==> src/sv/evlcl_pkg.sv <==
`timescale 1ns / 1ps

package evlcl_pkg;

    typedef logic [2:0]  t_event_code;
    typedef logic [7:0]  t_credit;
    typedef logic [15:0] t_period;

    localparam logic REQ_EVENT = 1'b0;
    localparam logic REQ_TICK  = 1'b1;

    localparam t_event_code EV_NONE     = 3'd0;
    localparam t_event_code EV_RATE_OFF = 3'd1;
    localparam t_event_code EV_RATE_ON  = 3'd2;
    localparam t_event_code EV_STARTED  = 3'd3;
    localparam t_event_code EV_STOPPED  = 3'd4;

    localparam logic CFG_CREDIT_MAX    = 1'b0;
    localparam logic CFG_REFILL_PERIOD = 1'b1;

    localparam t_credit CREDIT_MAX_RESET    = 8'd128;
    localparam t_period REFILL_PERIOD_RESET = 16'd300;

    typedef struct packed {
        logic    log_now;
        t_credit credits_left;
    } t_result;

endpackage

==> src/sv/event_log_credit_limiter_top.sv <==
`timescale 1ns / 1ps

// Channel   Direction  Handshake            Payload
// request   in         i_valid / o_stall    i_req_type, i_event_code
// result    out        o_valid / i_stall    o_log_now, o_credits_left
// config    in         i_cfg_we             i_cfg_idx, i_cfg_wdata
//
// One request per cycle while o_stall is low; its result is registered.
// The decision and state update happen in the accept cycle, ahead of the
// result register; a one-entry skid register takes a result while the output
// is stalled, and o_stall rises only when that skid entry is full.
// Synchronous active-low reset restores credits, timer and registers.

module event_log_credit_limiter_top
    import evlcl_pkg::*;
(
    input  logic        i_clk,
    input  logic        i_rst_n,
    input  logic        i_valid,
    output logic        o_stall,
    input  logic        i_req_type,
    input  logic [2:0]  i_event_code,
    output logic        o_valid,
    input  logic        i_stall,
    output logic        o_log_now,
    output logic [7:0]  o_credits_left,
    input  logic        i_cfg_we,
    input  logic        i_cfg_idx,
    input  logic [15:0] i_cfg_wdata
);

    t_credit     r_credit_max;
    t_period     r_refill_period;
    t_credit     r_credit_count, n_credit_count;
    t_event_code r_last_event, n_last_event;
    t_period     r_countdown, n_countdown;

    t_result     r_out, r_skid, n_result;
    logic        r_out_valid, r_skid_valid;

    logic        w_accept;
    logic        w_take;
    logic        w_costs;

    assign o_stall  = r_skid_valid;
    assign w_accept = i_valid && !r_skid_valid;
    assign w_take   = r_out_valid && !i_stall;

    always_comb begin
        case (i_event_code) inside
            EV_STARTED, EV_STOPPED: w_costs = 1'b1;
            EV_RATE_OFF, EV_RATE_ON: w_costs = (i_event_code != r_last_event);
            default: w_costs = 1'b0;
        endcase
    end

    always_comb begin
        n_credit_count   = r_credit_count;
        n_last_event     = r_last_event;
        n_countdown      = r_countdown;
        n_result.log_now = 1'b0;
        if (i_req_type == REQ_EVENT) begin
            // with no credits the event is dropped and not remembered
            if (r_credit_count != '0) begin
                if (w_costs) begin
                    n_credit_count   = r_credit_count - 8'd1;
                    n_result.log_now = 1'b1;
                end
                n_last_event = i_event_code;
            end
        end else begin
            if (r_countdown != '0) begin
                n_countdown = r_countdown - 16'd1;
            end else begin
                n_countdown = r_refill_period;
                if (r_credit_count < r_credit_max) begin
                    n_credit_count = r_credit_count + 8'd1;
                end
            end
        end
        n_result.credits_left = n_credit_count;
    end

    always_ff @(posedge i_clk) begin
        if (!i_rst_n) begin
            r_credit_max    <= CREDIT_MAX_RESET;
            r_refill_period <= REFILL_PERIOD_RESET;
        end else if (i_cfg_we) begin
            unique case (i_cfg_idx)
                CFG_CREDIT_MAX:    r_credit_max    <= i_cfg_wdata[7:0];
                CFG_REFILL_PERIOD: r_refill_period <= i_cfg_wdata;
                default: ;
            endcase
        end
    end

    always_ff @(posedge i_clk) begin
        if (!i_rst_n) begin
            r_credit_count <= CREDIT_MAX_RESET;
            r_last_event   <= EV_NONE;
            r_countdown    <= REFILL_PERIOD_RESET;
        end else if (w_accept) begin
            r_credit_count <= n_credit_count;
            r_last_event   <= n_last_event;
            r_countdown    <= n_countdown;
        end
    end

    always_ff @(posedge i_clk) begin
        if (!i_rst_n) begin
            r_out_valid  <= 1'b0;
            r_skid_valid <= 1'b0;
        end else begin
            if (r_skid_valid) begin
                if (w_take) begin
                    r_skid_valid <= 1'b0;
                end
            end else if (w_accept) begin
                if (r_out_valid && !w_take) begin
                    r_skid_valid <= 1'b1;
                end else begin
                    r_out_valid <= 1'b1;
                end
            end else if (w_take) begin
                r_out_valid <= 1'b0;
            end
        end
    end

    always_ff @(posedge i_clk) begin
        if (r_skid_valid) begin
            if (w_take) begin
                r_out <= r_skid;
            end
        end else if (w_accept) begin
            if (r_out_valid && !w_take) begin
                r_skid <= n_result;
            end else begin
                r_out <= n_result;
            end
        end
    end

    assign o_valid        = r_out_valid;
    assign o_log_now      = r_out.log_now;
    assign o_credits_left = r_out.credits_left;

    a_skid_behind_out: assert property (@(posedge i_clk) disable iff (!i_rst_n)
        r_skid_valid |-> r_out_valid)
        else $error("skid entry held with empty output register");

    a_empty_holds: assert property (@(posedge i_clk) disable iff (!i_rst_n)
        w_accept && i_req_type == REQ_EVENT && r_credit_count == '0
        |=> r_credit_count == '0 && $stable(r_last_event))
        else $error("event changed state with no credits");

    a_tick_no_drain: assert property (@(posedge i_clk) disable iff (!i_rst_n)
        w_accept && i_req_type == REQ_TICK
        |=> r_credit_count >= $past(r_credit_count))
        else $error("tick reduced credits");

    a_log_spends: assert property (@(posedge i_clk) disable iff (!i_rst_n)
        w_accept && n_result.log_now
        |=> r_credit_count == $past(r_credit_count) - 8'd1)
        else $error("logged event did not spend a credit");

endmodule
==> config.mk <==
export PLATFORM = sky130hd
export DESIGN_NAME = event_log_credit_limiter_top
export DESIGN_NICKNAME = d
export VERILOG_FILES = /design/src/sv/evlcl_pkg.sv /design/src/sv/event_log_credit_limiter_top.sv
export SDC_FILE = /design/constraint.sdc
export NUM_CORES = 1
export LEC_CHECK = 0
export BUFFER_PORTS_ARGS = -buffer_cell sky130_fd_sc_hd__buf_2
export CAP_MARGIN = 10
export CORE_ASPECT_RATIO = 0.8
export CORE_MARGIN = 5
export CORE_UTILIZATION = 50
export CTS_BUF_LIST = sky130_fd_sc_hd__clkbuf_4 sky130_fd_sc_hd__clkbuf_8
export DETAILED_ROUTE_END_ITERATION = 12
export PLACE_DENSITY = 0.8
export SYNTH_ARGS = -nofsm -noshare
export SYNTH_HDL_FRONTEND = slang
export SYNTH_SLANG_ARGS = --single-unit
==> constraint.sdc <==
create_clock -name i_clk -period 3 [get_ports i_clk]
set_input_delay 0.3 -clock i_clk [delete_from_list [all_inputs] [get_ports i_clk]]
set_output_delay 0.3 -clock i_clk [all_outputs]
set_load 0.1 [all_outputs]
Word level (Yosys, flattened, before mapping)
Index checks and enable logic that the tools add are counted.

Bitwise logic cells: 3. Mux-type cells: 22. Reduce and logical (&&, ||, !) cells: 19. Equality and inequality tests: 8. $lt $le $gt $ge: 1. Add/sub/neg operators: 3.

Operators by type and width (number): $mux W8 (5); $mux W9 (4); $mux W16 (1); $reduce_bool A16 Y1 (1); $sub A16 B1 Y16 const B (1); $mux W1 (12); $reduce_and A3 Y1 (4); $add A8 B1 Y8 const B (1); $lt A8 B8 Y1 (1); $reduce_bool A8 Y1 (1); $sub A8 B1 Y8 const B (1); $eq A3 B2 Y1 const B (2); $reduce_and A2 Y1 (3); $ne A2 B2 Y1 const B (2); $reduce_bool A2 Y1 (2); $reduce_or A2 Y1 (2); $eq A3 B1 Y1 const B (1); $eq A3 B3 Y1 const B (1); $logic_and A1 B1 Y1 (3); $logic_not A1 Y1 (3); $ne A3 B3 Y1 (1); $not A1 Y1 (3); $ne A2 B1 Y1 const B (1).

Bits of input ports: 26. Bits in registers: 71. Logic and storage cells: 67. Output and inout bits: 11.

Depth between registers and ports, before layout
Depth in word-level cells: 10. Mapped depth: 9. Gate-level depth less buffers: 8.

Worst setup path after synthesis
OpenSTA, ideal clock, no wires.

Path type: reg2reg. Start point: reg r_countdown[7]. End point: reg r_out (netlist bit o_credits_left[5]) (data pin). Data required time: 2.730 ns. Setup time: 0.270 ns. Buffers on the path: 2. Period minus slack after synthesis: 2.465 ns. Stages on the path, launching flop included: 8. Slack: 0.535 ns. Arrival time: 2.194 ns. Cell sequence: dfxtp_1 -> or4_4 -> or3_1 -> buf_6 -> buf_6 -> a2111oi_2 -> mux2i_1 -> a32oi_1.

Longest elaborated chain between the ends: 6.

Ends and longest elaborated chain: from (decl) (RTL line event_log_credit_limiter_top.sv:36) `t_period r_countdown, n_countdown;`; from (signal assigned) (RTL line event_log_credit_limiter_top.sv:105) `r_countdown <= n_countdown;`; $reduce_bool A16 Y1 (RTL line event_log_credit_limiter_top.sv:72) `if (r_countdown != '0) begin`; $mux W8 (RTL line event_log_credit_limiter_top.sv:72); $mux W8 (RTL line event_log_credit_limiter_top.sv:62) `if (i_req_type == REQ_EVENT) begin`; $mux W9 (RTL line event_log_credit_limiter_top.sv:136) `if (r_out_valid && !w_take) begin`; $mux W9 (RTL line event_log_credit_limiter_top.sv:135) `end else if (w_accept) begin`; $mux W9 (RTL line event_log_credit_limiter_top.sv:131) `if (r_skid_valid) begin`; to (signal assigned) (RTL line event_log_credit_limiter_top.sv:133) `r_out <= r_skid;`; to (signal assigned) (RTL line event_log_credit_limiter_top.sv:139) `r_out <= n_result;`; to (decl) (RTL line event_log_credit_limiter_top.sv:38) `t_result r_out, r_skid, n_result;`.

No other way between the ends. The select of a mux whose other input is x is not followed. A chain may end at the register's enable or synchronous reset.

Worst setup path after layout
Start point: reg r_countdown[7]. End point: reg r_out (netlist bit o_credits_left[3]) (data pin).

Same word-level chain as after synthesis.

==> run_results.csv <==
group,metric,value,unit
status,status,"finished clean",
logic_synthesis,syn-instance-count,477,
logic_synthesis,synth_adder_area_share,3.445,%
worst_setup_path,crit_fanout,8,
logic_synthesis,synth_mux_area_share,1.879,%
finish,mostFrequentLayoutCell,"nand2_1",
placement,gp_congestion,0.9304,
power,irDropWorstVdd,337.0,uV
routing,wl_per_cell,16.32,um
worst_setup_path,reg2reg_from,"r_countdown[7]",
clock_tree,h-tree-depth,3,
clock_tree,cts_resized,0,
global_routing,grt_max_degree,40,
global_routing,antenna_found_initial,0,
routing,remaining_drc_errors,0,
logic_synthesis,ys_warn_count,0,
clock_tree,clockRootBuffer,"clkbuf_8",
routing,via_per_inst,6.034,
power,power.density,525.6,nW/um2
logic_synthesis,yosysSeqAreaShare,40.09,%
worst_setup_path,crit_end,"o_credits_left[3]",
sta,setup_violations,0,
worst_setup_path,worstSetupPathType,"reg2reg",
sta,skew,0.008344,ns
clock_tree,clk_latency,0.36,ns
clock_tree,clkSinkCount,71,
sta,report.final.slew_viol_count,0,
logic_synthesis,ys.flop_type,"dfxtp_1",
logic_synthesis,synth-xor-area-share,0.8769,%
finish,finish.net_count,548,
min_path,worstHoldPathType,"in2reg",
sta,hold_ws,0.1544,ns
finish,layout_common_cells,"nand2_1, dfxtp_1, a21oi_1",
finish,antenna_cells,0,
logic_synthesis,syn_nets,514,
sta,fin_crit_sh,89.47,%
sta,fmax,372.6,MHz
sta,relSlewSlack,40.77,%
logic_synthesis,synthArstFlopShare,0,%
flow_run,max-cap-violations,0,
routing,routed-via-count,3765,
global_routing,grt_use_total,21.81,%
floorplan,rows,29,
worst_setup_path,timing.rr.end,"o_credits_left[3]",
global_routing,grt_pass1_vias,3580,
clock_tree,clockBufferDepth,2,
routing,ant_nets,0,
routing,drtPass1Iterations,5,
global_routing,grt_pass1_wl,17.34,mm
worst_setup_path,start_kind,"flop",
clock_tree,post_cts_buffers,0,
worst_setup_path,cp.arrival,2.89,ns
logic_synthesis,avgSynthCellArea,8.375,um2
logic_synthesis,synth_top_family_by_area,"simple AND/OR/NAND/NOR gates",
floorplan,initial_core_util,50.74,%
clock_tree,cts_tree,"built",
logic_synthesis,synth.ff_latch_count,71,
sta,worst_pin_slew,0.8826,ns
finish,area_growth,12.56,%
placement,dp_hpwl,7.203,mm
sta,rsz0062_at_grt,"no",
logic_synthesis,synth_compound_area_share,23.43,%
global_routing,grt_overflow,0,
floorplan,die_w,109.9,um
power,p_leak,1.652,nW
routing,drt_iter0_drc,337,
floorplan,io_pins,37,
logic_synthesis,synthSimpleGateAreaFrac,25.21,%
worst_setup_path,startpoint,"r_countdown[7]",
clock_tree,clk_pin_slew_worst_paths,0.07,ns
logic_synthesis,ys_types,70,
worst_setup_path,worst-r2r-cell-count,6,
sta,fin_tns_setup,0,ns
worst_setup_path,r2r_setup_slack,0.32,ns
power,finalPower,2.364,mW
placement,portBuffers,36,
clock_tree,holdBufCountCts,0,
routing,drt-total-wl,10.18,mm
floorplan,die_y,89.95,um
logic_synthesis,synth_edf_count,18,
finish,drive_above_1_share,17.44,%
clock_tree,cts_buffers,9,
floorplan,die_area,9889,um2
worst_setup_path,cp_data_required_time,3.20,ns
logic_synthesis,netlist_area,3995,um2
worst_setup_path,worst_setup_path_end_kind,"flop",
sta,period_minus_slack,2.684,ns
floorplan,core,7874,um2
sta,hold_viol_final,0,
## critical path, stage by stage (launching register included)
cell	delay, ns
dfxtp_1	0.34
or4_4	0.57
or3_1	0.38
buf_4	0.19
a2111oi_0	0.47
mux2_2	0.42
a2bb2oi_1	0.15
## worst min-delay path by stage
stage	startpoint	to	slack (ns)	cells past startpoint
2_1_floorplan	i_cfg_wdata[2]	r_refill_period[2]	0.42	2
3_3_place_gp	r_refill_period[10]	r_refill_period[10]	0.44	2
3_5_place_dp	r_refill_period[14]	r_refill_period[14]	0.45	2
4_1_cts	i_cfg_wdata[8]	r_refill_period[8]	0.15	3
5_1_grt	i_cfg_wdata[8]	r_refill_period[8]	0.17	3
6_report	i_cfg_wdata[8]	r_refill_period[8]	0.15	3
## metrics by stage
step           instance area (um2)  util, %  cells  setup WS, ns
3_5_place_dp                  4299    54.60    608        0.3385
5_1_grt                       4497    57.11    624        0.1199
3_3_place_gp                  4299    54.60    608        0.4098
2_1_floorplan                 3995        -    477        0.5351
4_1_cts                       4497    57.11    624        0.3149
6_report                      4497    57.11    624        0.3158
## state kept, by name (all words and copies together) (netlist names)
register and count:
o_log_now 1, r_credit_count 8, r_last_event 3, o_credits_left 8, r_credit_max 8, r_refill_period 16
r_skid 9, o_stall 1, o_valid 1, r_countdown 16
## final cells by class
class / instances / area (um2)
Clock buffer: 12 / 152.6
Clock inverter: 4 / 45.04
Fill cell: 728 / 3377
Inverter: 23 / 86.33
Multi-Input combinational cell: 356 / 2191
Sequential cell: 71 / 1602
Tap cell: 108 / 135.1
Timing Repair Buffer: 50 / 285.3
## routing by layer
layer	routed length, um	global-route usage, %
met4	281	9.761
met3	807	7.020
met1	4557	29.55
met5	0	0
met2	4536	31.41
## report_power, final
part / total [mW] / internal (mW) / switching (mW) / leakage (nW)
Combinational: 0.501 / 0.140 / 0.361 / 0.941
Clock: 0.786 / 0.422 / 0.365 / 0.107
Sequential: 1.08 / 1.04 / 0.0351 / 0.605
Total: 2.36 / 1.60 / 0.761 / 1.65
## synthesized netlist by cell type (4+ instances only)
library cell / instances / area (um2)
nand2_1: 90 / 337.8
dfxtp_1: 53 / 1061
a21oi_1: 45 / 225.2
clkbuf_1: 23 / 86.33
inv_1: 23 / 86.33
o21ai_0: 20 / 100.1
nor2_1: 19 / 71.32
edfxtp_1: 18 / 540.5
nand3_1: 17 / 85.08
nor3_1: 13 / 65.06
ha_1: 11 / 137.6
nor4_1: 7 / 43.79
a31oi_1: 6 / 37.54
and3_1: 6 / 37.54
nand4_1: 6 / 37.54
o211ai_1: 6 / 45.04
a21o_1: 5 / 37.54
nor2b_1: 5 / 31.28
or3_1: 5 / 31.28
a211oi_1: 4 / 30.03
a221oi_1: 4 / 35.03
and2_1: 4 / 25.02
mux2_2: 4 / 45.04
nand2b_1: 4 / 25.02
or4_1: 4 / 30.03
xnor2_1: 4 / 35.03
## kinds of logic (layout without fill, tap and decap cells)
group,count (synthesis),count (layout)
multiplexers,7,7
AO/OA/AOI/OAI,132,132
AND/OR/NAND/NOR,202,202
adder cells (fa/ha/maj),11,11
buffers and inverters,50,89
flip-flops,71,71
XOR/XNOR,4,4
Power figures use the tool's default switching activity.
